File: config.mk
export PLATFORM = sky130hd
export DESIGN_NAME = stb_ctl
export DESIGN_NICKNAME = d
export VERILOG_FILES = /design/src/hdl/stb_pkg.sv /design/src/hdl/stb_ctl.sv
export SDC_FILE = /design/constraint.sdc
export NUM_CORES = 1
export LEC_CHECK = 0
export BUFFER_PORTS_ARGS = -buffer_cell sky130_fd_sc_hd__buf_2
export CORE_AREA = 3 3 40 42
export CTS_CLUSTER_SIZE = 14
export DETAILED_ROUTE_END_ITERATION = 10
export DIE_AREA = 0 0 43 45
export SYNTH_ARGS = -nofsm -noshare
export SYNTH_HDL_FRONTEND = slang
export SYNTH_SLANG_ARGS = --single-unit
File: constraint.sdc
create_clock -name clk -period 1.36 [get_ports clk]
set_input_delay 0.408 -clock clk [delete_from_list [all_inputs] [get_ports clk]]
set_output_delay 0.408 -clock clk [all_outputs]
set_load 0.005 [all_outputs]
File: src/hdl/stb_pkg.sv
// Shared constants, command codes and controller/datapath structs for the
// scaled texture rectangle blitter. No dependencies.
`default_nettype none

package stb_pkg;

  // Fixed-point accumulator format and field widths
  localparam int FRAC_BITS   = 16;
  localparam int ACC_W       = 20;
  localparam int ADDR_W      = 17;
  localparam int COLOUR_W    = 16;
  localparam int IDX_W       = 11;
  localparam int STORE_DEPTH = 2048;
  localparam int OP_W        = 2;
  localparam int COORD_W     = 12;
  localparam int SIZE_W      = 11;
  localparam int TSEL_W      = 3;
  localparam int OFS_W       = 4;
  // Signed width that holds an edge plus a size without overflow
  localparam int CLIP_W      = 14;

  // Parameter defaults
  localparam int TEX_DIM_DEF   = 16;
  localparam int FB_WIDTH_DEF  = 320;
  localparam int FB_HEIGHT_DEF = 240;

  // Operation codes
  localparam logic [OP_W-1:0] OP_LOAD  = 2'd0;
  localparam logic [OP_W-1:0] OP_START = 2'd1;
  localparam logic [OP_W-1:0] OP_STEP  = 2'd2;

  typedef struct packed {
    logic load;
    logic start;
    logic setup_mul;
    logic acc_load;
    logic step;
  } stb_cmd_t;

  typedef struct packed {
    logic rect_ok;
    logic div_done;
    logic busy;
    logic slot_free;
  } stb_status_t;

endpackage

`default_nettype wire

File: src/hdl/stb_ctl.sv
// Controller: sequences rectangle setup and issues datapath commands.
// Depends on stb_pkg.
`default_nettype none

module stb_ctl
  import stb_pkg::*;
(
  input  logic            clk,
  input  logic            rst,
  input  logic            req_valid,
  input  logic [OP_W-1:0] req_op,
  input  stb_status_t     status,
  output logic            req_ready,
  output stb_cmd_t        cmd
);

  localparam logic [1:0] S_IDLE = 2'd0;
  localparam logic [1:0] S_DIV  = 2'd1;
  localparam logic [1:0] S_MUL  = 2'd2;
  localparam logic [1:0] S_LOAD = 2'd3;

  logic [1:0] state;
  logic [1:0] state_next;
  logic       accept;

  assign req_ready = (state == S_IDLE) && status.slot_free;
  assign accept    = req_valid && req_ready;

  always_comb begin
    cmd.load      = accept && (req_op == OP_LOAD);
    cmd.start     = accept && (req_op == OP_START);
    cmd.step      = accept && (req_op == OP_STEP) && status.busy;
    cmd.setup_mul = (state == S_MUL);
    cmd.acc_load  = (state == S_LOAD);
  end

  always_comb begin
    state_next = state;
    case (state)
      S_IDLE: begin
        if (cmd.start && status.rect_ok) begin
          state_next = S_DIV;
        end
      end
      S_DIV: begin
        if (status.div_done) begin
          state_next = S_MUL;
        end
      end
      S_MUL:   state_next = S_LOAD;
      S_LOAD:  state_next = S_IDLE;
      default: state_next = S_IDLE;
    endcase
  end

  always_ff @(posedge clk) begin
    if (rst) begin
      state <= S_IDLE;
    end else begin
      state <= state_next;
    end
  end

endmodule

`default_nettype wire

# ---- Yosys cells after proc, flatten, opt, wreduce, memory -nomap -nowiden
# Index checks and enable logic that the tools add are counted.
dict set report word_totals {
  out_inout_bits 6
  reg_bits 2
}
dict set report classes {
  n_mux 3
  eq_ne 7
  reduce_logical 10
}
# operator count
set op_table {}
lappend op_table {{$pmux 2 s4} 1}
lappend op_table {{$logic_and 1x1->1} 7}
lappend op_table {{$eq 2x2->1 const B} 3}
lappend op_table {{$eq 2x1->1 const B} 2}
lappend op_table {{$logic_not 2->1} 2}
lappend op_table {{$mux 2} 2}
lappend op_table {{$ne 2x1->1 const B} 1}
lappend op_table {{$ne 2x2->1 const B} 1}
lappend op_table {{$reduce_and 2->1} 1}

# ---- Logic depth before layout (Yosys ltp)
dict set report depth {
  ltp_word 7
  mapped_depth 6
}

# ---- Worst setup path after synthesis
# Ideal clock, no wire load.
dict set report synth_timing {
  path_kind {register to output}
  start {register state[0]}
  end {output port cmd[3] (netlist name)}
  path_slack_ns -0.154
  arrival_time_ns 1.106
  n_path_buf 0
  required_time_ns 0.952
  path_stages_with_launch 6
  path_cell_list {dfxtp_1 inv_1 ha_1 and2_1 nand2_1 nor3b_1}
}
# item line
set synth_rtl {}
lappend synth_rtl {{from (decl)} stb_ctl.sv:22} ;# logic [1:0] state;
lappend synth_rtl {{from (signal assigned)} stb_ctl.sv:60} ;# state <= state_next;
lappend synth_rtl {{to (decl)} stb_ctl.sv:14} ;# output stb_cmd_t cmd

==> key figures <==
Clocking
  – Num Clock Sinks: 2
  – Cts hold-fix bufs: 0
  – CTS Buf Count: 3
  – H-tree Lvls: 1
  – Clock tree buffer depth: 2
  – Worst-path clk slew: roughly 0.03 ns
  – Clk root buf: clkbuf_4
  – Clk_lat worst skew: roughly 0.22 ns
  – CTS tree: done

Pwr
  – Peak supply drop: between 400 and 500 µV
  – Leak pwr: 0.2432 nW
  – Power per cell area: 522.3 nW/µm²

Global routing
  – Final global-route overflow total: 0
  – Vias in the first global route: 294
  – Largest net degree at the start of global routing: 5
  – Total track usage: under 10%
  – Initial antenna violation count: 0
  – First-pass GRT wire length: between 1 and 1.5 mm

Synth
  – Post-synthesis compound-gate area fraction: between 20% and 30%
  – Post-synthesis xor/xnor area fraction: 0%
  – Syn Area/Cell: 8.662 µm²
  – Multiplexer area fraction after synthesis: 0%
  – Post-Synth Simple-Gate Area: 28.33%
  – Synth cell types: 16
  – Syn Inst Count: 26
  – Mapped Area: approximately 230 µm²
  – Syn Nets: 40
  – Post-Synth Adder-Cell Area: around 28%
  – Yosys reg bits: 2
  – Sequential area share after synthesis: between 15 and 20%
  – Largest family of logic cells by synthesized area: simple AND/OR/NAND/NOR gates
  – Synth warn: 0

Drt
  – Antenna Nets Post-Route: 0
  – Routed WL: about 630 µm
  – DR pass1 iterations: 1
  – Initial DRC count: 0
  – DRC Markers: 0
  – Vias per cell: between 4 and 5
  – Vias: 273
  – Wirelength per Cell: a little over 9 µm

Hold path
  – Hold_sp: rst
  – Hold WC Path Type: in2reg

STA
  – Final Slew Violations: 0
  – Final critical-path required period: between 1.5 and 2 ns
  – Final worst setup slack: -0.2522 ns
  – Hold WS: 0.4015 ns
  – Worst-margin pin slew: between 0.2 and 0.25 ns
  – Setup violators final: 5
  – RSZ-0062 raised after global routing: true
  – Maximum clock frequency: ~620 MHz
  – Rel. slew slack: between 80% and 90%
  – Final setup TNS: -0.9124 ns
  – Final hold vios: 0
  – Tcrit/Tclk final: 118.5%
  – Layout Skew: between 0.0006 and 0.0007 ns

Final layout
  – Final #Nets: 68
  – Register area: about 43 µm²
  – Layout cells sized above 1: between 80 and 90%
  – Synth-to-layout area growth: 132.8%
  – Diode count: 0
  – Largest regs: state: 2 flops
  – Design area: 524.3 µm²
  – Fillers: around 130
  – Area of the multi-input gates: roughly 270 µm²
  – Most flops, register: state
  – Max reg flops: 2

Worst setup path
  – Critical path origin: state[0]$_SDFFE_PP0P_
  – Crit. End Element: primary output
  – Crit Reg-Reg Startpoint: state[1]$_SDFFE_PP0P_
  – Critical path class: reg2out
  – Crit path required time: about 0.95 ns
  – Critical Path Start Type: flop
  – Crit path arrival time: ~1.2 ns
  – Critical path peak fanout: 3

Outcome
  – Outcome: complete, but fails checks
  – Violated checks: setup timing

Placed design
  – GP Congestion: roughly 0.70
  – Port buffer count: 14
  – Placed Instance Area: between 300 and 400 µm²

Floorplan
  – Core Region: 1285 µm²
  – I/O Pins: 15
  – FP Rows: 13
  – Die ar.: ~1900 µm²
  – DIE WIDTH: ~43 µm
  – Starting Density: roughly 18%
  – Die height: ~45 µm

Flow run
  – Max-Cap Viols: 0
[cell usage after synthesis (all sizes together)]
cell    count  area share [%]
nor3b       1             3.3
a21oi       2             9.4
nor2        1             1.7
and2        1             2.8
nor3        2             4.4
nand2b      1             6.1
ha          5              28
nor2b       1             2.8
nand2       3             5.0
a211oi      1             3.3
a41o        1             4.4
nand3       1             2.2
a311oi      1             3.9
inv         3             5.0
dfxtp       2              18
[path summary, 6_finish.rpt]
check | to | slack, ns | depth (start not counted)
worst max-delay path | cmd[4] | -0.25 | 6
worst min-delay path | state[0]$_SDFFE_PP0P_ | 0.40 | 2
worst max register to register | state[0]$_SDFFE_PP0P_ | 0 | 7
worst min register to register | state[1]$_SDFFE_PP0P_ | 0.68 | 3
[cells in the final DEF, fill, tap and decap left out, drive strengths merged]
| cell type | Yosys | final |
|---|---|---|
| inv | 3 | 3 |
| a311oi | 1 | 1 |
| a21oi | 2 | 2 |
| a41o | 1 | 1 |
| ha | 5 | 5 |
| nor3b | 1 | 1 |
| dfxtp | 2 | 2 |
| clkbuf | 0 | 3 |
| nand3 | 1 | 1 |
| nand2 | 3 | 3 |
| a211oi | 1 | 1 |
| nor3 | 2 | 2 |
| and2 | 1 | 1 |
| buf | 0 | 23 |
| nand2b | 1 | 1 |
| nor2 | 1 | 1 |
| nor2b | 1 | 1 |
[routing by layer]
layer	GRT usage (%)	wire (µm)	part of all wire, %	vias up
met1	10.07	279	44	117
met5	0	0	0	-
li1	-	-	-	142
met4	7.229	0	0	0
met2	13.47	288	46	14
met3	2.390	59	9.4	0
[repair_timing]
action,4_1_cts,5_1_grt
pin swaps,5,5
buffers inserted,5,1
resized for setup,16,3
endpoints found under the setup margin,7,8
[metrics by stage]
stage | setup slack [ns] | utilization (%) | std cells | power, W
after floorplan | 0.005479 | - | 26 | 0.00009731
after global placement | -0.04739 | 29.31 | 59 | 0.0001259
after detailed placement | -0.06575 | 29.31 | 59 | 0.0001267
after CTS | -0.2590 | 39.92 | 67 | 0.0002794
after global routing | -0.3487 | 40.80 | 67 | 0.0003012
final | -0.2522 | 40.80 | 67 | 0.0002738
[logic make-up after synthesis]
logic type,after synthesis
flops,2
buf+inv,3
fa+ha+maj,5
simple gates,11
compound gates,5
[power by group]
group	switching [W]	internal (W)	total (W)	leakage (nW)
clock	0.0000291	0.0000970	0.000126	0.0138
combinational	0.0000411	0.0000448	0.0000859	0.212
sequential	0.000000969	0.0000609	0.0000619	0.0172
total	0.0000711	0.000203	0.000274	0.243
[critical path, stage by stage, from the launching register on]
cell and delay [ns]:
dfxtp_2 0.31, inv_2 0.07, ha_4 0.13, and2_4 0.14, nand2_4 0.06, nor3_2 0.15
buf_2 0.12
[layout make-up]
cell class              instances  share of cell area, %
multi-input cells              21                  51.79
well taps                      15                  3.580
clock buffers                   3                  4.296
repair buffers                 23                  30.07
flip-flops and latches          2                  8.115
inverters                       3                  2.148
No activity file was read; power rests on OpenSTA's default activity.
